==> config.mk <==
export PLATFORM = sky130hd
export DESIGN_NAME = psynth_regs
export DESIGN_NICKNAME = d
export VERILOG_FILES = /design/src/hw/rtl/psynth_pkg.sv /design/src/hw/rtl/psynth_regs.sv
export SDC_FILE = /design/constraint.sdc
export NUM_CORES = 1
export LEC_CHECK = 0
export BUFFER_PORTS_ARGS = -buffer_cell sky130_fd_sc_hd__buf_4
export CORE_MARGIN = 2
export CORE_UTILIZATION = 44
export CTS_CLUSTER_DIAMETER = 120
export DETAILED_ROUTE_END_ITERATION = 7
export GPL_TIMING_DRIVEN = 0
export PLACE_DENSITY = 0.85
export RECOVER_POWER = 100
export SLEW_MARGIN = 20
export SYNTH_ARGS = -nofsm -noshare
export SYNTH_HDL_FRONTEND = slang
export SYNTH_SLANG_ARGS = --single-unit
==> constraint.sdc <==
create_clock -name aclk -period 1.4 [get_ports aclk]
set_input_delay 0.28 -clock aclk [delete_from_list [all_inputs] [get_ports aclk]]
set_output_delay 0.28 -clock aclk [all_outputs]
set_load 0.005 [all_outputs]
==> src/hw/rtl/psynth_pkg.sv <==
// Shared types, constants and register map of the plucked-string voice.
package psynth_pkg;

    localparam int MAX_DELAY_DEF = 1024;
    localparam int MAX_NOTE_DEF  = 32768;

    localparam int SAMPLE_W = 16;   // Q1.15 delay entries
    localparam int EXT_W    = 17;   // room for lengths and counts up to 65536

    // register map, index = paddr[3:2]
    localparam logic [1:0] REG_DELAY_LENGTH = 2'd0;
    localparam logic [1:0] REG_NOTE_LENGTH  = 2'd1;
    localparam logic [1:0] REG_DAMPING      = 2'd2;

    localparam logic [10:0] DELAY_LENGTH_RST = 11'd2;
    localparam logic [15:0] NOTE_LENGTH_RST  = 16'd32768;
    localparam logic [15:0] DAMPING_RST      = 16'd65208;
    localparam logic [EXT_W-1:0] MIN_DELAY   = 17'd2;

    // action codes on s_tuser
    localparam logic ACT_LOAD = 1'b0;
    localparam logic ACT_STEP = 1'b1;

    localparam logic signed [23:0] OUT_SCALE  = 24'sd120;
    localparam logic signed [23:0] TRUNC_BIAS = 24'sd32767;

    typedef struct packed {
        logic [10:0] delay_length;
        logic [15:0] note_length;
        logic [15:0] damping;
    } cfg_t;

    // one request handed from the issue stage to the update stage
    typedef struct packed {
        logic valid;   // update stage has work to do
        logic step;    // produce a sample, else load
        logic wr;      // load hits an existing entry
        logic last;    // final sample of the note
    } op_t;

endpackage

==> src/hw/rtl/psynth_regs.sv <==
// APB configuration registers of the plucked-string voice.
module psynth_regs
    import psynth_pkg::*;
(
    input  logic        aclk,
    input  logic        aresetn,
    input  logic        psel,
    input  logic        penable,
    input  logic        pwrite,
    input  logic [3:0]  paddr,
    input  logic [31:0] pwdata,
    output logic [31:0] prdata,
    output logic        pready,
    output cfg_t        cfg
);

    cfg_t       cfg_reg;
    logic       wr_en;
    logic [1:0] reg_idx;

    assign pready  = 1'b1;
    assign wr_en   = psel && penable && pwrite && pready;
    assign reg_idx = paddr[3:2];
    assign cfg     = cfg_reg;

    always_ff @(posedge aclk) begin
        if (!aresetn) begin
            cfg_reg.delay_length <= DELAY_LENGTH_RST;
            cfg_reg.note_length  <= NOTE_LENGTH_RST;
            cfg_reg.damping      <= DAMPING_RST;
        end else if (wr_en) begin
            case (reg_idx)
                REG_DELAY_LENGTH: cfg_reg.delay_length <= pwdata[10:0];
                REG_NOTE_LENGTH:  cfg_reg.note_length  <= pwdata[15:0];
                REG_DAMPING:      cfg_reg.damping      <= pwdata[15:0];
                default: ;
            endcase
        end
    end

    always_comb begin
        case (reg_idx)
            REG_DELAY_LENGTH: prdata = 32'(cfg_reg.delay_length);
            REG_NOTE_LENGTH:  prdata = 32'(cfg_reg.note_length);
            REG_DAMPING:      prdata = 32'(cfg_reg.damping);
            default:          prdata = 32'd0;
        endcase
    end

endmodule

# After elaboration in Yosys (flattened, before gate mapping)
# Cells that the tools add are included.
# Widths: inputs -> output; s select.
word_totals:
  reg_bits: 43
  latchBits: 0
  ram_bits: 0
  rom_bits: 0
  input_bits: 41
  output_inout_bits: 76
  word_cells: 12
  mem_count: 0
classes:
  n_addsub: 0
  mul: 0
  n_div: 0
  n_lt_le_gt_ge: 0
  n_eq_ne: 2
  shift: 0
  muxes: 1
  n_bitwise: 0
  reduce_logical: 6
ops:
  columns: ["op", "n"]
  rows:
  - ["$pmux 16 s3", 1]
  - ["$reduce_and 2->1", 3]
  - ["$eq 2x1->1 const B", 1]
  - ["$eq 2x2->1 const B", 1]
  - ["$logic_and 1x1->1", 2]
  - ["$logic_not 2->1", 1]

# Longest topological paths before layout
# Gate-level depths: netlist (run 1).
depth:
  depth_word: 3
  mapped_depth: 7

# Worst setup path after synthesis (run 1)
# OpenSTA, ideal clock, no wires.
synth_path:
  kind: "input -> register"
  startpoint: "in paddr[2]"
  endpoint: "reg cfg_reg, in the netlist cfg[10]"
  setup_ps: 141
  arrival_ps: 1102
  setup_slack_ps: 157
  cell_stages: 7
  path_cell_list: "buf_6 nor2b_1 buf_2 and2_1 buf_6 buf_6 o211ai_1"
synth_between:
  elab_chain_cells: 2
synth_lines:
  columns: ["element", "line_no", "rtl"]
  rows:
  - ["start, declared", "psynth_regs.sv:10", "input logic [3:0] paddr,"]
  - ["$eq 2x2->1", "psynth_regs.sv:32", "case (reg_idx)"]
  - ["$reduce_and 2->1 (no line)", null, null]
  - ["end, declared", "psynth_regs.sv:17", "cfg_t cfg_reg;"]
# No other way between the ends.
# A chain may end at the register's enable or synchronous reset.

# Worst setup path after layout (run 1)
layout_path:
  startpoint: "in paddr[3]"
  endpoint: "out prdata[12]"
layout_between:
  elab_chain_cells: 2
layout_lines:
  columns: ["element", "line_no", "rtl"]
  rows:
  - ["$eq 2x2->1 (tied with other cells)", "psynth_regs.sv:42", "case (reg_idx)"]
  - ["$pmux 16 s3 (*)", "psynth_regs.sv:42", null]
  - ["end, declared", "psynth_regs.sv:12", "output logic [31:0] prdata,"]
# Mark *: on every way between the ends. The rest lies on a longest branch, timed or not.

==> results of run 1 <==
-- synth_stat cells (all sizes together) --
master,instances,area share
mux2i,43,0.20
or3,1,0.0030
clkbuf,9,0.016
o31ai,1,0.0036
and3,1,0.0030
and2,2,0.0071
nand3,11,0.026
a22o,5,0.021
inv,11,0.020
nand2,56,0.10
conb,2,0.0036
buf,27,0.10
nor2b,4,0.012
o21ai,11,0.026
dfxtp,43,0.41
and2b,1,0.0048
o211ai,11,0.039
-- kinds of logic (layout without fill, tap and decap cells) --
family,Yosys count,in the layout
AOI/OAI and AO/OA,28,28
DFF,43,43
muxes,43,43
buffers and inverters,47,139
and+or+nand+nor,76,76
other,2,17
-- through the flow --
| step | TNS (ns) | utilization | hold WS, ns | power (mW) | setup WS (ns) |
|---|---|---|---|---|---|
| final | -0.00652 | 0.654 | 0.235 | 2.63 | -0.00652 |
| after global routing | -0.0384 | 0.654 | 0.246 | 2.73 | -0.0282 |
| after CTS | -0.143 | 0.649 | 0.231 | 2.63 | -0.0353 |
| after detailed placement | -4.57 | 0.605 | 0.466 | 1.62 | -0.271 |
| after global placement | -3.67 | 0.605 | 0.459 | 1.62 | -0.239 |
| after floorplan | 0 | - | 0.422 | 1.47 | 0.157 |
-- layer usage --
metal  global-route usage  vias up
met5                    0        -
met1                0.272      942
li1                     -      978
met4               0.0597        0
met3               0.0663        6
met2                0.391       77
-- worst max-delay path, stage by stage --
cell and delay, ns:
buf_8 0.10, nor2b_4 0.12, buf_6 0.14, buf_6 0.13, a22o_1 0.24, buf_6 0.12
-- where the power goes --
group / total, mW / internal (mW) / switching, mW
logic: 0.380 / 0.205 / 0.175
registers: 1.26 / 1.24 / 0.0152
clock network: 0.992 / 0.577 / 0.415
-- worst max-delay path by stage --
| stage | end | cells past startpoint |
|---|---|---|
| 2_1_floorplan | prdata[10] | 6 |
| 4_1_cts | prdata[12] | 6 |
| 3_5_place_dp | prdata[9] | 7 |
| 3_3_place_gp | prdata[9] | 7 |
| 5_1_grt | prdata[12] | 6 |
| 6_report | prdata[12] | 6 |
-- final cells by class --
type	count	share of cell area
Sequential cell	43	0.283
Clock inverter	2	0.0115
Clock buffer	6	0.0271
Multi-Input combinational cell	164	0.334
Buffer	36	0.0899
Inverter	11	0.0135
Tap cell	54	0.0222
Timing Repair Buffer	84	0.218
-- what timing repair did --
action,in CTS,in global routing
setup endpoints to repair,11,22
hold buffers,0,0
cloned,1,0
pin swaps,5,1
buffers inserted,4,0
endpoints found under the hold margin,0,0
gates resized for setup,14,16
==> flow_summary.yaml, run 1 <==
logic_synthesis:
  ys_ff_latch: 43
  yosys.area_share.simple: 0.156
  yosys_warnings: 0
  synth_xor_area_frac: 0
  synth_cell_types: 20
  ys_seq_area_frac: 0.410
  synthCells: 239
  syn_area_um2: 2100
  synth_adder_area_share: 0
  synth_compound_area_frac: 0.0899
  syn_avg_cell_area_um2: 8.80
  synth.area.mux_share: 0.205
  synth_top_family_by_area: "multiplexers"
layout:
  layout_commonest_cell: "buf_4"
  antenna_cells: 0
  syn2layout_area_growth_pct: 45.0
  nets: 386
  fin_area_um2: 3050
  drive_gt1_frac: 0.364
  nFillCells: 390
  fin_cells: 400
  mostFrequentLayoutCells: "98 x buf_4, 56 x nand2_1, 43 x mux2i_1, 41 x dfxtp_1, 17 x conb_1"
  multiInputGateArea_um2: 1020
  register_area_um2: 863
  largest_register_ffs: 43
route:
  wl_met1_um: 2310
  vias: 2003
  wl_per_cell_um: 14.8
  routed_wl_um: 5920
  dr.pass1.iters: 5
  highest_layer: "met4"
  final_antenna_net_count: 0
  wl_met3_um: 444
  wl_met2_um: 3110
  drtIter0Drc: 126
  avgViaCountPerCell: 5.01
  drcViolationCount: 0
flow_run:
  drv_cap: 0
placed_design:
  place.gp.congestion: 0.759
  dp_cells: 387
  port_buffers: 79
  dp_hpwl_um: 4260
  place_area_um2: 2820
hold_path:
  min_path_cells: 3
  hold_start: "pwdata[9]"
  min_path_type: "in -> reg"
  min_to: "cfg[9]"
worst_setup_path:
  cp.required_ns: 1.12
  cp_data_arrival_time_ns: 1.13
  crit_path_start: "paddr[3]"
  critPathKind: "in -> out"
  start_kind: "input port"
  r2r-start: "cfg[12]"
  reg2regPathDepth: 2
  ff2ff_setup_slack_ns: 0.71
  path_max_fanout: 6
  endpoint_kind: "output pin"
  rr_endpoint: "cfg[12]"
timing:
  tightestPinTransition_ns: 0.572
  slew_violations: 0
  setup_viol: 1
  fin_crit_sh: 1.00
  max_freq_mhz: 711
  hold_violations: 0
  slew_headroom: 0.618
  skew_ns: 0
  rsz0062_at_grt: "yes"
  worst_slack_ns: -0.00652
  finalCriticalPeriod_ns: 1.41
clock_tree:
  cts_tree: "built"
  cts_root_buffer: "clkbuf_8"
  cts_sinks: 43
  insertion_delay_ns: 0.29
  numCtsBuffers: 5
  clockBufferDepth: 2
  clk_pin_slew_ns: 0.08
  htreeDepth: 2
power_and_ir_drop:
  vdd_drop_max_v: 0.000597
  leakagePower_nw: 1.52
  power_density_nw_per_um2: 862
global_routing:
  grtUsageTotal: 0.226
  first_global_vias: 1839
  grt_overflow: 0
  grt_pass1_wl_um: 9050
  antenna_found_initial: 0
  grt_max_degree: 14
floorplanning:
  initial_core_util: 0.451
  coreArea_um2: 4660
  ios: 117
  row_count: 25
  die_area_um2: 5350
  fp.dieH_um: 73.1
  fp.dieW_um: 73.1
run_status:
  violations: "setup timing"
  status: "finished, violations left"
Power figures use the tool's default switching activity.
==> run 2, diff against run 1 <==
MAX_ROUTING_LAYER = met4   (was unset)
SKIP_CTS_REPAIR_TIMING = 1   (was unset)
==> flow_summary.yaml, run 2 (synthesis results as in run 1) <==
route:
  routed_wl_um: 5840
  dr.pass1.iters: 5
  final_antenna_net_count: 0
  vias: 1976
  wl_per_cell_um: 14.7
  drcViolationCount: 0
  avgViaCountPerCell: 4.98
  drtIter0Drc: 124
placed_design:
  dp_hpwl_um: 4260
  port_buffers: 79
  dp_cells: 387
  place.gp.congestion: 0.768
  place_area_um2: 2820
layout:
  fin_cells: 397
  syn2layout_area_growth_pct: 42.3
  antenna_cells: 0
  fin_area_um2: 2990
  finish.utilization: 0.642
  drive_gt1_frac: 0.356
  largest_register_ffs: 43
  mostFrequentLayoutCells: "56 x nand2_1, 49 x buf_4, 45 x clkbuf_4, 43 x mux2i_1, 41 x dfxtp_1"
  nets: 383
  layout_commonest_cell: "nand2_1"
global_routing:
  grtUsageTotal: 0.228
  first_global_vias: 1809
  grt_overflow: 0
  antenna_found_initial: 0
  grt_pass1_wl_um: 8910
  grt_max_degree: 14
floorplanning:
  fp.dieW_um: 73.1
  initial_core_util: 0.451
  die_area_um2: 5350
  fp.dieH_um: 73.1
  row_count: 25
  ios: 117
  coreArea_um2: 4660
timing:
  whs_ns: 0.232
  skew_ns: 0
  hold_violations: 0
  slew_violations: 0
  setup_viol: 0
  rsz0062_at_grt: "no"
  tightestPinTransition_ns: 0.575
  max_freq_mhz: 727
  fin_crit_sh: 0.983
  finalCriticalPeriod_ns: 1.38
  slew_headroom: 0.616
power_and_ir_drop:
  vdd_drop_max_v: 0.000600
  leakagePower_nw: 1.47
  power_density_nw_per_um2: 876
  total_power_mw: 2.62
clock_tree:
  htreeDepth: 2
  cts_tree: "built"
  cts_root_buffer: "clkbuf_8"
  clockBufferDepth: 2
  clk_pin_slew_ns: 0.09
  insertion_delay_ns: 0.30
  cts_sinks: 43
  numCtsBuffers: 5
worst_setup_path:
  start_kind: "input port"
  cp_data_arrival_time_ns: 1.10
  cp.required_ns: 1.12
  endpoint_kind: "output pin"
  critPathKind: "in -> out"
  path_max_fanout: 6
run_status:
  status: "completed"
flow_run:
  drv_cap: 0
hold_path:
  min_path_type: "in -> reg"
## run 2: cell types whose count changed in the layout (fill, tap and decap cells not counted), moves of 2 or more
cell      delta
buf_6        +2
o21ai_0      +2
o21ai_1      -2
clkbuf_4    +45
buf_8        -2
buf_4       -49
## run 2: path summary, 6_finish.rpt
path	start	end	slack [ns]	depth (start not counted)
min reg2reg	cfg[25]	cfg[25]	0.48	2
min	pwdata[9]	cfg[9]	0.23	3
max reg2reg	cfg[12]	cfg[12]	0.72	2
max	paddr[3]	prdata[15]	0.02	6
## run 2: cell type report
class	instances	area [um^2]
sequential	43	863
buffer	36	268
clock buffer	6	82.6
clock inverter	2	35.0
timing repair buffer	81	616
multi-input combinational	164	1020
fill	399	1670
tap	54	67.6
inverter	11	41.3
## run 2: per-layer routing
| metal | part of all wire | global-route usage | up-vias | wire length [um] |
|---|---|---|---|---|
| li1 | - | - | 973 | - |
| met1 | 0.39 | 0.272 | 913 | 2280 |
| met2 | 0.52 | 0.385 | 83 | 3060 |
| met3 | 0.077 | 0.0552 | 7 | 451 |
| met4 | 0.0087 | 0.0597 | 0 | 51 |
| met5 | 0 | - | - | 0 |
## run 2: through the flow
stage                     setup slack, ns  TNS [ns]
final                              0.0240         0
after global routing              0.00490         0
after floorplan                     0.157         0
after detailed placement           -0.271     -4.57
after global placement             -0.239     -3.67
after CTS                          -0.269     -2.38
## run 2: report_power, final
part	internal (mW)	switching [mW]	total [mW]
Clock	0.577	0.428	1.01
Combinational	0.189	0.170	0.359
Sequential	1.24	0.0149	1.26
Total	2.01	0.613	2.62
## run 2: worst max-delay path, stage by stage
cell and delay, ns:
buf_6 0.10, nor2b_4 0.12, buf_6 0.12, buf_4 0.12, a22o_1 0.21, clkbuf_4 0.14
==> run 3, diff against run 2 <==
BUFFER_PORTS_ARGS = unset   (was -buffer_cell sky130_fd_sc_hd__buf_4)
CORE_UTILIZATION = 62   (was 44)
DONT_BUFFER_PORTS = 1   (was unset)
PLACE_DENSITY = 0.86   (was 0.85)
==> flow_summary.yaml, run 3 (synthesis results as in run 1) <==
power_and_ir_drop:
  leakagePower_nw: 1.04
  power_density_nw_per_um2: 948
  vdd_drop_max_v: 0.000568
  total_power_mw: 2.17
clock_tree:
  htreeDepth: 2
  clk_pin_slew_ns: 0.12
  cts_root_buffer: "clkbuf_4"
  insertion_delay_ns: 0.34
  cts_sinks: 43
  clockBufferDepth: 2
  numCtsBuffers: 5
  cts_tree: "built"
layout:
  antenna_cells: 0
  largest_register_ffs: 43
  finish.utilization: 0.696
  nets: 302
  mostFrequentLayoutCells: "56 x nand2_1, 43 x mux2i_1, 41 x dfxtp_1, 18 x buf_4, 17 x conb_1"
  drive_gt1_frac: 0.137
  syn2layout_area_growth_pct: 8.69
  nFillCells: 283
  layout_commonest_cell: "nand2_1"
route:
  routed_wl_um: 4970
  wl_per_cell_um: 16.1
  drcViolationCount: 0
  avgViaCountPerCell: 5.51
  drtIter0Drc: 86
  vias: 1697
  final_antenna_net_count: 0
  dr.pass1.iters: 4
timing:
  tightestPinTransition_ns: 0.525
  finalCriticalPeriod_ns: 1.34
  worst_slack_ns: 0.0610
  max_freq_mhz: 747
  rsz0062_at_grt: "no"
  fin_crit_sh: 0.956
  hold_violations: 0
  skew_ns: 0
  slew_violations: 0
  slew_headroom: 0.650
  setup_viol: 0
placed_design:
  place.gp.congestion: 0.813
  dp_hpwl_um: 3540
  pre_cts_slack_ns: -0.258
  port_buffers: 0
worst_setup_path:
  cp_data_arrival_time_ns: 1.61
  path_max_fanout: 10
  start_kind: "input port"
  critPathKind: "in -> reg"
  endpoint_kind: "register"
  cp.required_ns: 1.67
global_routing:
  first_global_vias: 1699
  grt_max_degree: 13
  grt_overflow: 0
  antenna_found_initial: 0
  grt_pass1_wl_um: 8130
  grtUsageTotal: 0.272
floorplanning:
  fp.dieH_um: 62.2
  initial_core_util: 0.640
  fp.dieW_um: 62.2
  row_count: 21
  coreArea_um2: 3280
  ios: 117
  die_area_um2: 3870
run_status:
  status: "completed"
flow_run:
  drv_cap: 0
hold_path:
  min_path_type: "in -> reg"
-- run 3: metrics by stage --
step                TNS, ns  hold slack [ns]  instance area, um^2  cells
finish                    0           0.0651                 2280    308
global route              0           0.0632                 2280    308
CTS                  -0.475           0.0577                 2280    308
detailed placement    -2.90            0.433                 2220    300
global placement      -2.08            0.425                 2220    300
floorplan                 0            0.422                 2160    254
-- run 3: cell type report --
cell class                      count  area [um^2]  area share
Clock buffer                        8         68.8      0.0301
Buffer                             36          248       0.108
Tap cell                           46         57.6      0.0252
Sequential cell                    43          863       0.378
Multi-Input combinational cell    164         1010       0.440
Inverter                           11         41.3      0.0181
-- run 3: routing by layer --
metal | vias up | global-route usage | part of all wire
li1 | 807 | - | -
met1 | 804 | 0.314 | 0.43
met2 | 75 | 0.454 | 0.49
met3 | 11 | 0.0652 | 0.066
met4 | 0 | 0.119 | 0.021
met5 | - | - | 0
-- run 3: final timing paths --
| kind | start | to | slack [ns] | cells after the start |
|---|---|---|---|---|
| max reg2reg | cfg[5] | cfg[5] | 0.70 | 2 |
| max | paddr[2] | cfg[21] | 0.06 | 6 |
| min reg2reg | cfg[26] | cfg[26] | 0.49 | 2 |
| min | pwdata[14] | cfg[30] | 0.07 | 2 |
-- run 3: worst max-delay path, cell delays in order --
cell,delay [ns]
buf_6,0.09
and2b_1,0.25
and2_0,0.16
clkbuf_4,0.22
clkbuf_2,0.37
mux2i_1,0.23
-- run 3: power breakdown --
group | total, mW | internal, mW | switching (mW)
Sequential | 1.26 | 1.24 | 0.0191
Clock | 0.675 | 0.296 | 0.379
Combinational | 0.230 | 0.0970 | 0.133
