<file path="config.mk">
export PLATFORM = sky130hd
export DESIGN_NAME = psynth_issue
export DESIGN_NICKNAME = d
export VERILOG_FILES = /design/src/hw/rtl/psynth_pkg.sv /design/src/hw/rtl/psynth_issue.sv
export SDC_FILE = /design/constraint.sdc
export NUM_CORES = 1
export LEC_CHECK = 0
export CORE_AREA = 2 2 74 147
export CTS_CLUSTER_DIAMETER = 120
export CTS_CLUSTER_SIZE = 24
export DETAILED_ROUTE_END_ITERATION = 7
export DIE_AREA = 0 0 76 149
export DONT_BUFFER_PORTS = 1
export HOLD_SLACK_MARGIN = 0.08
export PLACE_DENSITY_LB_ADDON = 0.05
export SYNTH_ARGS = -nofsm -noshare
export SYNTH_HDL_FRONTEND = slang
export SYNTH_SLANG_ARGS = --single-unit
</file>
<file path="constraint.sdc">
create_clock -name aclk -period 7.4 [get_ports aclk]
set_clock_uncertainty 0.05 [all_clocks]
set_input_delay 0.37 -clock aclk [delete_from_list [all_inputs] [get_ports aclk]]
set_output_delay 0.37 -clock aclk [all_outputs]
set_load 0.02 [all_outputs]
</file>
<file path="src/hw/rtl/psynth_pkg.sv">
// Shared types, constants and register map of the plucked-string voice.
package psynth_pkg;

    localparam int MAX_DELAY_DEF = 1024;
    localparam int MAX_NOTE_DEF  = 32768;

    localparam int SAMPLE_W = 16;   // Q1.15 delay entries
    localparam int EXT_W    = 17;   // room for lengths and counts up to 65536

    // register map, index = paddr[3:2]
    localparam logic [1:0] REG_DELAY_LENGTH = 2'd0;
    localparam logic [1:0] REG_NOTE_LENGTH  = 2'd1;
    localparam logic [1:0] REG_DAMPING      = 2'd2;

    localparam logic [10:0] DELAY_LENGTH_RST = 11'd2;
    localparam logic [15:0] NOTE_LENGTH_RST  = 16'd32768;
    localparam logic [15:0] DAMPING_RST      = 16'd65208;
    localparam logic [EXT_W-1:0] MIN_DELAY   = 17'd2;

    // action codes on s_tuser
    localparam logic ACT_LOAD = 1'b0;
    localparam logic ACT_STEP = 1'b1;

    localparam logic signed [23:0] OUT_SCALE  = 24'sd120;
    localparam logic signed [23:0] TRUNC_BIAS = 24'sd32767;

    typedef struct packed {
        logic [10:0] delay_length;
        logic [15:0] note_length;
        logic [15:0] damping;
    } cfg_t;

    // one request handed from the issue stage to the update stage
    typedef struct packed {
        logic valid;   // update stage has work to do
        logic step;    // produce a sample, else load
        logic wr;      // load hits an existing entry
        logic last;    // final sample of the note
    } op_t;

endpackage

</file>
<file path="src/hw/rtl/psynth_issue.sv">
// Issue stage: read position and sample count, address and request for each item.
module psynth_issue
    import psynth_pkg::*;
#(
    parameter int MAX_DELAY = MAX_DELAY_DEF,
    parameter int MAX_NOTE  = MAX_NOTE_DEF,
    localparam int AW = $clog2(MAX_DELAY),
    localparam int CW = $clog2(MAX_NOTE + 1)
)(
    input  logic                aclk,
    input  logic                aresetn,
    input  cfg_t                cfg,
    input  logic                accept,
    input  logic                action,
    input  logic [9:0]          entry_index,
    input  logic signed [7:0]   excitation,
    output op_t                 op,
    output logic [AW-1:0]       addr,
    output logic [SAMPLE_W-1:0] load_data
);

    logic [AW-1:0]    pos_reg, pos_next;
    logic [CW-1:0]    count_reg, count_next;
    logic [EXT_W-1:0] count_ext, pos_ext, idx_ext, len, notes, dl_ext, nl_ext;
    logic             is_step, live, idx_ok;

    assign is_step = (action == ACT_STEP);
    assign count_ext = EXT_W'(count_reg);
    assign pos_ext   = EXT_W'(pos_reg);
    assign idx_ext   = EXT_W'(entry_index);
    assign dl_ext    = EXT_W'(cfg.delay_length);
    assign nl_ext    = EXT_W'(cfg.note_length);

    always_comb begin
        if (dl_ext < MIN_DELAY)
            len = MIN_DELAY;
        else if (dl_ext > EXT_W'(MAX_DELAY))
            len = EXT_W'(MAX_DELAY);
        else
            len = dl_ext;
        notes = (nl_ext > EXT_W'(MAX_NOTE)) ? EXT_W'(MAX_NOTE) : nl_ext;
    end

    assign live   = count_ext < notes;
    assign idx_ok = idx_ext < EXT_W'(MAX_DELAY);

    assign op.valid  = accept && (!is_step || live);
    assign op.step   = is_step;
    assign op.wr     = !is_step && idx_ok;
    assign op.last   = (count_ext + EXT_W'(1)) == notes;
    assign addr      = is_step ? pos_reg : idx_ext[AW-1:0];
    assign load_data = {excitation, 8'd0};

    always_comb begin
        pos_next   = pos_reg;
        count_next = count_reg;
        if (accept) begin
            if (!is_step) begin
                pos_next   = '0;
                count_next = '0;
            end else if (live) begin
                // a position left past a shortened line is still used, then wraps
                pos_next   = (pos_ext + EXT_W'(1) >= len) ? '0 : pos_reg + AW'(1);
                count_next = count_reg + CW'(1);
            end
        end
    end

    always_ff @(posedge aclk) begin
        if (!aresetn) begin
            pos_reg   <= '0;
            count_reg <= '0;
        end else begin
            pos_reg   <= pos_next;
            count_reg <= count_next;
        end
    end

endmodule

</file>
After elaboration in Yosys (flattened, before gate mapping)
Cells that the tools add are included.

word-level totals
  flip-flop bits (word level) = 26
  input bits = 65
  logic and storage cells = 28
  output and inout bits = 30

operators by class
  $add $sub $neg = 4
  mux-type cells = 9
  magnitude comparators = 6
  reductions and logical operators = 5
  equal/unequal tests = 2

operators by type and width
  cell                   count
  $mux 16                3
  $mux 10                4
  $add 16x1->17 const B  1
  $eq 17x16->1           1
  $ge 11x17->1           1
  $mux 17                1
  $add 16x1->16 const B  1
  $gt 16x16->1 const B   1
  $lt 16x16->1           1
  $add 10x1->11 const B  1
  $gt 11x11->1 const B   1
  $lt 10x11->1 const B   1
  $lt 11x2->1 const B    1
  $mux 11                1
  $add 10x1->10 const B  1
  $logic_and 1x1->1      2
  $ne 2x1->1 const B     1
  $reduce_and 2->1       1
  $logic_not 1->1        1
  $logic_or 1x1->1       1

Depth between registers and ports, before layout
Gate-level depths: netlist of run 1.

  depth after elaboration = 7
  gate-level depth with buffers = 12
  depth with buffers taken out = 11

Least setup slack after synthesis of run 1
No wires, ideal clock.

  path type = flip-flop to flip-flop
  start point = register pos_reg[0]
  end point = register pos_reg[8]
  stages on the path, launching flop included = 13
  path buffers = 1
  period minus slack after synthesis = 2,751 ps
  path slack = 4,649 ps
  data required time = 7,225 ps
  data arrival time = 2,576 ps
  setup time = 125 ps
  cell sequence = dfxtp_1 ha_1 and3_1 and3_1 clkbuf_1 nand3_1 xnor2_1 ha_1 o2111ai_1 o2111ai_1 nand2_1 nand2_1 o22ai_1

on the way
  word-level cells in the longest chain between the ends = 5
  elaborated cells on any way between the ends = 6
  those cells by class = add/sub: 2; order compare: 1; mux: 3

RTL lines
  what                      RTL line            text
  start: declaration        psynth_issue.sv:22  logic [AW-1:0] pos_reg, pos_next;
  start signal: assignment  psynth_issue.sv:74  pos_reg <= pos_next;
  $add 10x1->11             psynth_issue.sv:63  pos_next = (pos_ext + EXT_W'(1) >= len) ? '0 : pos_reg + AW'(1);
  $ge 11x17->1              psynth_issue.sv:63
  $mux 10 (*)               psynth_issue.sv:63
  $mux 10 (*)               psynth_issue.sv:61  end else if (live) begin
  $mux 10 (*)               psynth_issue.sv:58  if (!is_step) begin

Every way passes the cells marked *; elsewhere a longest branch is shown, timed or not. The select of a mux whose other input is x is not followed.
A chain may end at the register's enable or synchronous reset.

Worst setup path in the final report of run 1
Ends and elaborated chain as after synthesis.

==> summary.md, run 1 <==
| Metric | Value |
|---|---|
| Row count | 53 |
| Mapped cell area | 3020 um2 |
| List of most frequent post-synthesis cells | sky130_fd_sc_hd__nand2_1, sky130_fd_sc_hd__ha_1, sky130_fd_sc_hd__dfxtp_1 |
| Startpoint of the lowest-slack register-to-register path | pos_reg[0] |
| Number of routed nets with antenna violations | 0 |
| Share of post-route cells with drive strength above 1 | 11.0% |
| Endpoint class of the critical path | flop |
| Port-buffer cells | 0 |
| Met2 routing resource usage after global routing | 28.3% |
| Hold Crit Start | aresetn |
| Final count of pins violating max slew | 0 |
| Highest net fanout along the worst path | 8 |
| Yosys warnings | 0 |
| Gr ovfl total | 0 |
| Share of synthesized area spent on multiplexers | 4.39% |
| Synth Area in Adders | 12.0% |
| Top FF cell, synth | sky130_fd_sc_hd__dfxtp_1 |
| Power density relative to cell area | 114 nW/um2 |
| IR drop worst, VDD | 0.0932 mV |
| Critical Path Start | pos_reg[0] |
| Combinational family with the most area after synthesis | simple AND/OR/NAND/NOR gates |
| Clock net sink count | 26 |
| Number of I/O pins | 95 |
| Data required time of the worst path | 7490 ps |
| Most area-hungry cell type in the Yosys netlist | sky130_fd_sc_hd__dfxtp_1 |
| DP Area | 2970 um2 |
| Post-synthesis sequential area ratio | 17.2% |
| Library cells used by synthesis | 59 |
| Number of DRC markers in iteration 0 | 71 |
| Pin count of the biggest net entering global routing | 35 |
| Synthesized instance count | 383 |
| Post-layout net count | 451 |
| Final design instance area without fill | 3050 um2 |
| Full die area | 11300 um2 |
| Count of hold buffers inserted by post-cts repair | 0 |
| Stage delay of the slowest cell on the critical path | 440 ps |
| Setup Crit Path Kind | flop to flop |
| Sort of element at the start of the critical path | flop |
| Max reg flops | 16 |
| Most numerous cell in the Yosys netlist | sky130_fd_sc_hd__nand2_1 |
| Number of synthesized register bits | 26 |
| Max Freq | 0.301 GHz |
| Proportion of netlist area held by the largest area contributor | 17.2% |
| CTS tree | done |
| Total global routing track utilization | 15.2% |
| Critical path arrival | 3410 ps |
| Timing endpoint of the critical path | pos_reg[8] |
| Global placer's final weighted congestion | 0.790 |
| Hold Worst Slack | 188 ps |
| Top cells by area in the synthesized netlist | sky130_fd_sc_hd__dfxtp_1, sky130_fd_sc_hd__ha_1, sky130_fd_sc_hd__nand2_1, sky130_fd_sc_hd__buf_4, sky130_fd_sc_hd__o221a_2 |
| Met1 Usage GRT | 18.1% |
| Average wire per standard cell | 17.3 um |
| Post-route DRC | 0 |
| Synth async-reset ratio | 0% |
| Post-DP HPWL | 6590 um |
| Wire length of the first global-routing pass | 13900 um |
| Worst Max-Slew Pin Slew | 690 ps |
| Maximum capacitance violations | 0 |
| Simple logic cell fraction of the synthesized area | 28.0% |
| Syn_area_per_cell | 7.89 um2 |
| Count of endpoints failing hold in the final timing report | 0 |
| Antenna violations before repair | 0 |
| Final setup violating endpoints | 0 |
| Ant diodes | 0 |
| Path type of the worst min-delay path | input pin to flop |
| CTS Root Buffer Type | sky130_fd_sc_hd__clkbuf_16 |
| Core region area | 10300 um2 |
| Unrepaired setup endpoints after global routing | no |
| Clock network latency to the later pin of the worst-skew pair | 260 ps |
| Overall power of the completed layout | 0.347 mW |
| # H-tree levels | 1 |
| Number of post-CTS setup repair buffers | 0 |
| Clock tree buffer depth | 2 |
| TritonCTS buffer count | 3 |
| Met3 global-route usage | 2.36% |
| RR Endpoint | pos_reg[8] |
| Initial standard-cell utilization of the core | 29.4% |
| Worst r2r path cells | 11 |
| Ordered list of cells on the worst path | ha_1, and3_1, and3_1, nand3_1, xnor2_1, ha_1, o2111ai_1, o2111ai_1, nand2_1, nand2_1, o22ai_1 |
| Flop-to-flop setup slack | 4080 ps |
| Leakage power total | 1.20 nW |
| Placed Cells | 489 |
| Sum Neg Setup Slack | 0 ps |
| Count of TritonRoute iterations in the first routing pass | 4 |
| Outcome | complete, no violations |
| Post-synthesis compound-gate area fraction | 19.3% |
| Fin cells | 493 |
| Final clock period utilization by the worst path | 44.8% |
| Worst slew margin relative to its limit | 53.8% |
| Global-route layer with the greatest usage | met2 |
| XOR/XNOR Fraction of Synth Area | 9.40% |
| Overall via count from detail_route | 2625 |
| Sum of routed wire length over all layers | 8510 um |
| Clock transition at the registers of the reported paths | 70 ps |
| Vias per cell | 5.32 |
| Synth-to-Final Area Change | 1.03% |
| Vias in the first global route | 2621 |
| Floorplan die height | 149 um |
| Number of instances resized during post-cts repair | 0 |
| Die boundary width | 76 um |
| Final critical path time including I/O delays and setup | 3320 ps |
| Count of flip-flops with a built-in enable after synthesis | 0 |
| Worst-path cell with the longest stage delay | sky130_fd_sc_hd__dfxtp_1 |
## kinds of logic after synthesis
family / Yosys count
flip-flops: 26
multiplexers: 12
adder cells (fa/ha/maj): 29
AO/OA/AOI/OAI: 80
other: 1
AND/OR/NAND/NOR: 164
buffers and inverters: 46
XOR/XNOR: 25
## cell usage in the layout, fill, tap and decap left out, drive strengths merged, types with 3 or more instances in the layout
cell	n
nand2	58
ha	29
dfxtp	26
nor2	25
a21oi	16
nand4	15
o21ai	15
nand3	13
xnor2	11
o221a	11
nor3	10
mux2	10
xor2	10
nand2b	8
o22ai	8
conb	8
nor4	7
a21boi	7
and3	7
o21a	5
nand3b	5
inv	5
clkbuf	4
nor2b	3
o211ai	3
a2111oi	3
and4	3
xnor3	3
## per-layer routing
layer	vias up	part of all wire (%)
met1	1239	43
met5	-	0
met3	8	3.1
li1	1335	-
met4	0	1.0
met2	43	53
## worst max-delay path, delay by kind of cell (launching register included)
family	cells	cell delay, ps
xor+xnor	1	160
simple gates	5	1320
flops	1	440
fa+ha+maj	2	580
compound gates	3	640
## per-stage QoR
stage	setup WS [ps]	utilization [%]
3_3_place_gp	4100	28.8
4_1_cts	4080	29.7
5_1_grt	3710	29.7
6_report	4080	29.7
3_5_place_dp	4110	28.8
2_1_floorplan	4650	-
## worst min path at each step
stage / endpoint / slack [ps] / cells after the start
after detailed placement: pos_reg[9] / 450 / 2
after CTS: count_reg[15] / 180 / 1
after global routing: count_reg[13] / 190 / 1
after global placement: pos_reg[9] / 450 / 2
final: count_reg[15] / 190 / 1
after floorplan: pos_reg[9] / 420 / 2
## power breakdown
group | switching (mW) | internal, mW | leakage, nW
logic | 0.0413 | 0.0259 | 0.942
registers | 0.00194 | 0.141 | 0.210
clock network | 0.0540 | 0.0830 | 0.0442
## final cells by class
| type | count | area (um2) |
|---|---|---|
| inverter | 7 | 26.3 |
| clock buffer | 4 | 88.8 |
| tap | 137 | 171 |
| timing repair buffer | 1 | 7.51 |
| fill | 1150 | 7220 |
| sequential | 26 | 520 |
| multi-input combinational | 318 | 2240 |
(Power assumes the default switching activity.)
==> run 2, diff against run 1 <==
==> constraint.sdc (replaced) <==
create_clock -name aclk -period 2.9 [get_ports aclk]
set_clock_uncertainty 0.05 [all_clocks]
set_input_delay 0.145 -clock aclk [delete_from_list [all_inputs] [get_ports aclk]]
set_output_delay 0.145 -clock aclk [all_outputs]
set_load 0.02 [all_outputs]
==> summary.md, run 2 (same netlist as run 1, synthesis figures left out) <==
| Metric | Value |
|---|---|
| Count of TritonRoute iterations in the first routing pass | 4 (unchanged) |
| Outcome | complete, no violations |
| Post-route DRC | 0 (unchanged) |
| Endpoint class of the critical path | output port |
| Clock network latency to the later pin of the worst-skew pair | 270 ps (about the same) |
| Data required time of the worst path | 2710 ps (-4780 ps) |
| Commonest non-fill, non-tap cell in the layout | sky130_fd_sc_hd__nand2_1 |
| Pin count of the biggest net entering global routing | 33 (-5.7%) |
| Switching portion of total power | 27.2% (-0.82 points) |
| Hold Crit Start | aresetn |
| Path type of the worst min-delay path | input pin to flop |
| Port-buffer cells | 0 (unchanged) |
| Clock tree buffer depth | 2 (unchanged) |
| Critical path arrival | 2570 ps (-840 ps) |
| Internal power summed over all cells | 0.716 mW (+190%) |
| Average wire per standard cell | 17.3 um (about the same) |
| Flop-to-flop setup slack | 310 ps (-3770 ps) |
| Count of endpoints failing hold in the final timing report | 0 (unchanged) |
| Vias in the first global route | 2650 (+1.1%) |
| Number of DRC markers in iteration 0 | 111 (+56%) |
| Ant diodes | 0 (unchanged) |
| Final setup violating endpoints | 0 (unchanged) |
| Critical Path Start | count_reg[6] |
| Global placer's final weighted congestion | 0.764 (-3.3%) |
| # H-tree levels | 1 (unchanged) |
| Final critical path time including I/O delays and setup | 2770 ps |
| Total global routing track utilization | 15.6% (+0.45 points) |
| Setup Crit Path Kind | flop to output port |
| Ordered list of cells on the worst path | and3_4, nand4_4, xor2_2, o21ai_0, a2111o_1, nor4b_2, buf_4 |
| Initial standard-cell utilization of the core | 29.4% (unchanged) |
| Share of post-route cells with drive strength above 1 | 17.9% (+7.0 points) |
| Detail Route met3 WL | 279 um (+5.3%) |
| Full die area | 11300 um2 (unchanged) |
| Worst slew margin relative to its limit | 54.9% (+1.1 points) |
| Commonest cells after routing, fill and taps aside | sky130_fd_sc_hd__nand2_1, sky130_fd_sc_hd__ha_1, sky130_fd_sc_hd__nor2_1 |
| Startpoint of the lowest-slack register-to-register path | pos_reg[0] |
| CTS Root Buffer Type | sky130_fd_sc_hd__clkbuf_16 |
| IR drop worst, VDD | 0.222 mV (+140%) |
| Post-DP HPWL | 6890 um (+4.6%) |
| Row count | 53 (unchanged) |
| DP Area | 3090 um2 (+4.1%) |
| Leakage power total | 1.31 nW (+9.2%) |
| Worst-path cell with the longest stage delay | sky130_fd_sc_hd__dfxtp_1 |
| Clock transition at the registers of the reported paths | 70 ps (about the same) |
| Psw | 0.267 mW (+180%) |
| Post-layout net count | 469 (+4.0%) |
| Wire length of the first global-routing pass | 14100 um (+1.7%) |
| Sort of element at the start of the critical path | flop |
| Power density relative to cell area | 302 nW/um2 (+170%) |
| Final design instance area without fill | 3260 um2 (+6.7%) |
| Clock net sink count | 26 (unchanged) |
| Core region area | 10300 um2 (unchanged) |
| Floorplan die height | 149 um (unchanged) |
| Fin cells | 511 (+3.7%) |
| Met1 layer wirelength in the final routing | 3830 um (+4.4%) |
| Worst Max-Slew Pin Slew | 660 ps (-30.8 ps) |
| Maximum capacitance violations | 0 (unchanged) |
| Met2 wire length | 4650 um (+3.6%) |
| Number of routed nets with antenna violations | 0 (unchanged) |
| Max Freq | 0.362 GHz |
| Overall via count from detail_route | 2703 (+3.0%) |
| Max reg flops | 16 (unchanged) |
| Fraction of power consumed by the clock network | 42.7% (+3.3 points) |
| Final count of pins violating max slew | 0 (unchanged) |
| Highest net fanout along the worst path | 8 (unchanged) |
| Number of I/O pins | 95 (unchanged) |
| Gr ovfl total | 0 (unchanged) |
| Proportion of power drawn by flip-flops and latches | 37.0% (-4.2 points) |
| End-of-flow core utilization | 31.7% (+2.0 points) |
| Sum Neg Setup Slack | 0 ps (unchanged) |
| TritonCTS buffer count | 3 (unchanged) |
| Die boundary width | 76 um (unchanged) |
| CTS tree | done |
| Antenna violations before repair | 0 (unchanged) |
| Final clock period utilization by the worst path | 95.4% |
| Unrepaired setup endpoints after global routing | no |
| Number of post-CTS setup repair buffers | 0 (unchanged) |
| Synth-to-Final Area Change | 7.78% |
| Top sig layer | met4 |
| Combinational share of power | 20.3% (+1.0 points) |
| Sum of routed wire length over all layers | 8830 um (+3.7%) |
| Stage delay of the slowest cell on the critical path | 520 ps (+80 ps) |
| Vias per cell | 5.29 (-0.66%) |
| Placed Cells | 505 (+3.3%) |
==> run 2: stage by stage <==
step	power [mW]	hold WS [ps]	setup WS, ps
3_5_place_dp	0.560	224	175
2_1_floorplan	0.550	247	149
6_report	0.984	109	134
4_1_cts	0.992	104	0.172
3_3_place_gp	0.558	225	180
5_1_grt	1.03	112	8.69
==> run 2: area by class of cell <==
| type | instances | area [um2] |
|---|---|---|
| Timing Repair Buffer | 19 | 158 |
| Multi-Input combinational cell | 318 | 2270 |
| Sequential cell | 26 | 528 |
| Tap cell | 137 | 171 |
| Clock buffer | 3 | 75.1 |
| Clock inverter | 1 | 30.0 |
| Inverter | 7 | 26.3 |
| Fill cell | 1110 | 7020 |
==> run 2: timing repair <==
item / CTS / global route
hold endpoints to repair: 26 / 0
hold buffers: 2 / 0
gates resized for setup: 2 / 10
setup endpoints to repair: 1 / 9
gates cloned: 0 / 0
==> run 2: power by group through the flow <==
stage | combinational [mW] | sequential, mW | clock [mW]
3_5_place_dp | 0.188 | 0.372 | 0
2_1_floorplan | 0.178 | 0.372 | 0
4_1_cts | 0.201 | 0.363 | 0.427
5_1_grt | 0.223 | 0.365 | 0.444
3_3_place_gp | 0.186 | 0.372 | 0
6_report | 0.199 | 0.364 | 0.420
==> run 2: final timing paths <==
path,endpoint,depth (start not counted)
worst min-delay path,pos_reg[7],2
worst max register to register,pos_reg[3],12
worst max-delay path,op[0],7
worst min register to register,pos_reg[9],2
==> run 2: per-layer routing <==
layer / GRT usage (%) / vias up
met5: 0 / -
met4: 3.55 / 0
met3: 1.57 / 4
li1: - / 1370
met1: 19.2 / 1278
met2: 29.2 / 51
==> run 2: critical path: cells and delay by family (launching register included) <==
family                    cells  cell delay [ps]
DFF                           1              520
xor gates and xnor gates      1              260
buffers and inverters         1              190
AOI/OAI and AO/OA             2              620
and+or+nand+nor               3              720
==> run 3, diff against run 2 <==
==> constraint.sdc (replaced) <==
create_clock -name aclk -period 2.3 [get_ports aclk]
set_clock_uncertainty 0.05 [all_clocks]
set_input_delay 0.115 -clock aclk [delete_from_list [all_inputs] [get_ports aclk]]
set_output_delay 0.115 -clock aclk [all_outputs]
set_load 0.02 [all_outputs]
==> summary.md, run 3 (same netlist as run 1, synthesis figures left out) <==
| Metric | Value |
|---|---|
| Setup Crit Path Kind | flop to flop |
| Number of stages on the worst setup path | 11 (+4) |
| Leakage power total | 1.73 nW (+33%) |
| Power density relative to cell area | 320 nW/um2 (+6.1%) |
| CTS tree | done |
| Critical path arrival | 2600 ps (+30 ps) |
| Highest net fanout along the worst path | 7 (-1) |
| Sort of element at the start of the critical path | flop |
| Clock net sink count | 26 (unchanged) |
| Stage delay of the slowest cell on the critical path | 390 ps (-130 ps) |
| # H-tree levels | 1 (unchanged) |
| Share of post-route cells with drive strength above 1 | 39.4% (+21 points) |
| Data required time of the worst path | 2410 ps (-300 ps) |
| Vias per cell | 5.11 (-3.4%) |
| Most repeated library cell on the critical path | sky130_fd_sc_hd__and3_4 |
| Proportion of power drawn by flip-flops and latches | 34.7% (-2.3 points) |
| Gr ovfl total | 0 (unchanged) |
| Flop-to-flop setup slack | -190 ps (-500 ps) |
| Timing endpoint of the critical path | pos_reg[8] |
| Ordered list of cells on the worst path | ha_4, and3_4, and3_4, nand3_4, xnor2_2, ha_1, o2111ai_2, o2111ai_4, nand2_4, a21oi_2, o22ai_2 |
| Final critical path time including I/O delays and setup | 2490 ps |
| Pin count of the biggest net entering global routing | 35 (+6.1%) |
| Final setup violating endpoints | 12 (+12) |
| CTS Root Buffer Type | sky130_fd_sc_hd__clkbuf_16 |
| Critical Path Start | pos_reg[0] |
| Min-Delay Path Depth | 2 (unchanged) |
| RR Endpoint | pos_reg[8] |
| Endpoint class of the critical path | flop |
| Sum of routed wire length over all layers | 9620 um (+8.9%) |
| Violations in the final reports | negative setup slack |
| Max Freq | 0.402 GHz |
| Maximum capacitance violations | 0 (unchanged) |
| Commonest cells after routing, fill and taps aside | sky130_fd_sc_hd__buf_4, sky130_fd_sc_hd__nand2_1, sky130_fd_sc_hd__ha_1 |
| Count of TritonRoute iterations in the first routing pass | 4 (unchanged) |
| Commonest non-fill, non-tap cell in the layout | sky130_fd_sc_hd__buf_4 |
| Final clock period utilization by the worst path | 108% |
| Area of the multi-input gates | 2510 um2 (+11%) |
| Largest delay contributor family on the critical path | simple AND/OR/NAND/NOR gates |
| Core region area | 10300 um2 (unchanged) |
| Ant diodes | 0 (unchanged) |
| Sum Neg Setup Slack | -1690 ps (-1690 ps) |
| Final-layout fill cell count | 1067 (-3.9%) |
| Number of DRC markers in iteration 0 | 132 (+19%) |
| Startpoint of the lowest-slack register-to-register path | pos_reg[0] |
| Setup ws final | -188 ps (-322 ps) |
| Synth-to-Final Area Change | 37.0% |
| Worst slew margin relative to its limit | 66.2% (+11 points) |
| Initial standard-cell utilization of the core | 29.4% (unchanged) |
| Global placer's final weighted congestion | 0.773 (+1.1%) |
| Path type of the worst min-delay path | input pin to flop |
| Worst-path cell with the longest stage delay | sky130_fd_sc_hd__dfxtp_4 |
| End-of-flow core utilization | 40.3% (+8.6 points) |
| Antenna violations before repair | 0 (unchanged) |
| Overall via count from detail_route | 2984 (+10%) |
| Seq. cell area | 537 um2 (+1.7%) |
| Clock tree buffer depth | 2 (unchanged) |
| Worst r2r path cells | 11 (-1) |
| Combinational share of power | 25.6% (+5.3 points) |
| Psw | 0.372 mW (+39%) |
| Row count | 53 (unchanged) |
| Wire length of the first global-routing pass | 15200 um (+7.7%) |
| Outcome | finished, violations left |
| Die boundary width | 76 um (unchanged) |
| Fraction of power consumed by the clock network | 39.7% (-3.0 points) |
| Full die area | 11300 um2 (unchanged) |
| Worst Max-Slew Pin Slew | 505 ps (-154 ps) |
| Count of endpoints failing hold in the final timing report | 0 (unchanged) |
| Number of I/O pins | 95 (unchanged) |
| Average wire per standard cell | 16.5 um (-4.7%) |
| Number of routed nets with antenna violations | 0 (unchanged) |
| Number of buffers and inverters on the critical path | 0 (-1) |
| Post-layout net count | 542 (+16%) |
| Clock network latency to the later pin of the worst-skew pair | 270 ps (about the same) |
| Floorplan die height | 149 um (unchanged) |
| Total global routing track utilization | 16.8% (+1.2 points) |
| Port-buffer cells | 0 (unchanged) |
| Post-DP HPWL | 7200 um (+4.5%) |
| Post-route DRC | 0 (unchanged) |
| IR drop worst, VDD | 0.262 mV (+18%) |
| Hold Worst Slack | 96.7 ps (-12.0 ps) |
| TritonCTS buffer count | 3 (unchanged) |
| Unrepaired setup endpoints after global routing | yes |
| Final count of pins violating max slew | 0 (unchanged) |
| Vias in the first global route | 3025 (+14%) |
| Switching portion of total power | 28.1% (+0.89 points) |
| Clock transition at the registers of the reported paths | 70 ps (about the same) |
| Internal power summed over all cells | 0.954 mW (+33%) |
| Max reg flops | 16 (unchanged) |
run 3: changes by cell type in the layout (fill, tap and decap cells not counted), moves of 4 or more:
cell	delta
sky130_fd_sc_hd__o22ai_1	-4
sky130_fd_sc_hd__o22ai_2	+4
sky130_fd_sc_hd__a21oi_2	+4
sky130_fd_sc_hd__a21boi_0	-6
sky130_fd_sc_hd__buf_6	+13
sky130_fd_sc_hd__nor2_1	-6
sky130_fd_sc_hd__nand3_1	-4
sky130_fd_sc_hd__a21oi_1	-4
sky130_fd_sc_hd__buf_4	+56
sky130_fd_sc_hd__nor2_2	+4
sky130_fd_sc_hd__o21ai_0	-4
run 3: layer usage:
metal | part of all wire, % | wire length [um] | up-vias | global-route usage (%)
met3 | 3.0 | 292 | 11 | 2.48
li1 | - | - | 1508 | -
met2 | 51 | 4920 | 63 | 30.0
met5 | 0 | 0 | - | 0
met1 | 44 | 4230 | 1402 | 21.1
met4 | 1.8 | 171 | 0 | 4.45
run 3: layout make-up:
cell class | instances | area share (%)
Clock buffer | 3 | 1.81
Tap cell | 137 | 4.14
Timing Repair Buffer | 92 | 19.1
Clock inverter | 1 | 0.725
Inverter | 7 | 0.695
Multi-Input combinational cell | 318 | 60.6
Sequential cell | 26 | 13.0
run 3: power groups by stage:
stage / clock network (mW) / logic, mW / registers, mW
floorplan: 0 / 0.234 / 0.471
finish: 0.526 / 0.339 / 0.461
detailed placement: 0 / 0.263 / 0.472
global route: 0.554 / 0.372 / 0.462
CTS: 0.543 / 0.319 / 0.462
global placement: 0 / 0.262 / 0.471
run 3: how the worst min path moves through the flow:
stage | endpoint | from
final | count_reg[12] | action
after global routing | count_reg[12] | action
after CTS | count_reg[12] | action
after detailed placement | load_data[11] | excitation[3]
after global placement | load_data[11] | excitation[3]
after floorplan | pos_reg[0] | aresetn
run 3: what timing repair did:
item,in CTS,in global routing
buffers inserted,17,6
gates resized for setup,46,36
endpoints found under the setup margin,12,28
hold buffers,2,0
endpoints found under the hold margin,26,0
pin swaps,33,18
run 3: worst register-to-register path: cells and delay by family (launching register included):
kind	cells	cell delay (ps)
compound gates	4	660
xor+xnor	1	150
fa+ha+maj	2	450
flops	1	390
simple gates	4	700
run 3: metrics by stage:
step / cell area (um2) / power [mW] / instances / setup WS [ps]
6_report: 4140 / 1.33 / 584 / -188
5_1_grt: 4140 / 1.39 / 584 / -315
4_1_cts: 3970 / 1.32 / 578 / -261
3_5_place_dp: 3530 / 0.735 / 555 / -279
3_3_place_gp: 3530 / 0.733 / 555 / -185
2_1_floorplan: 3110 / 0.705 / 390 / -105
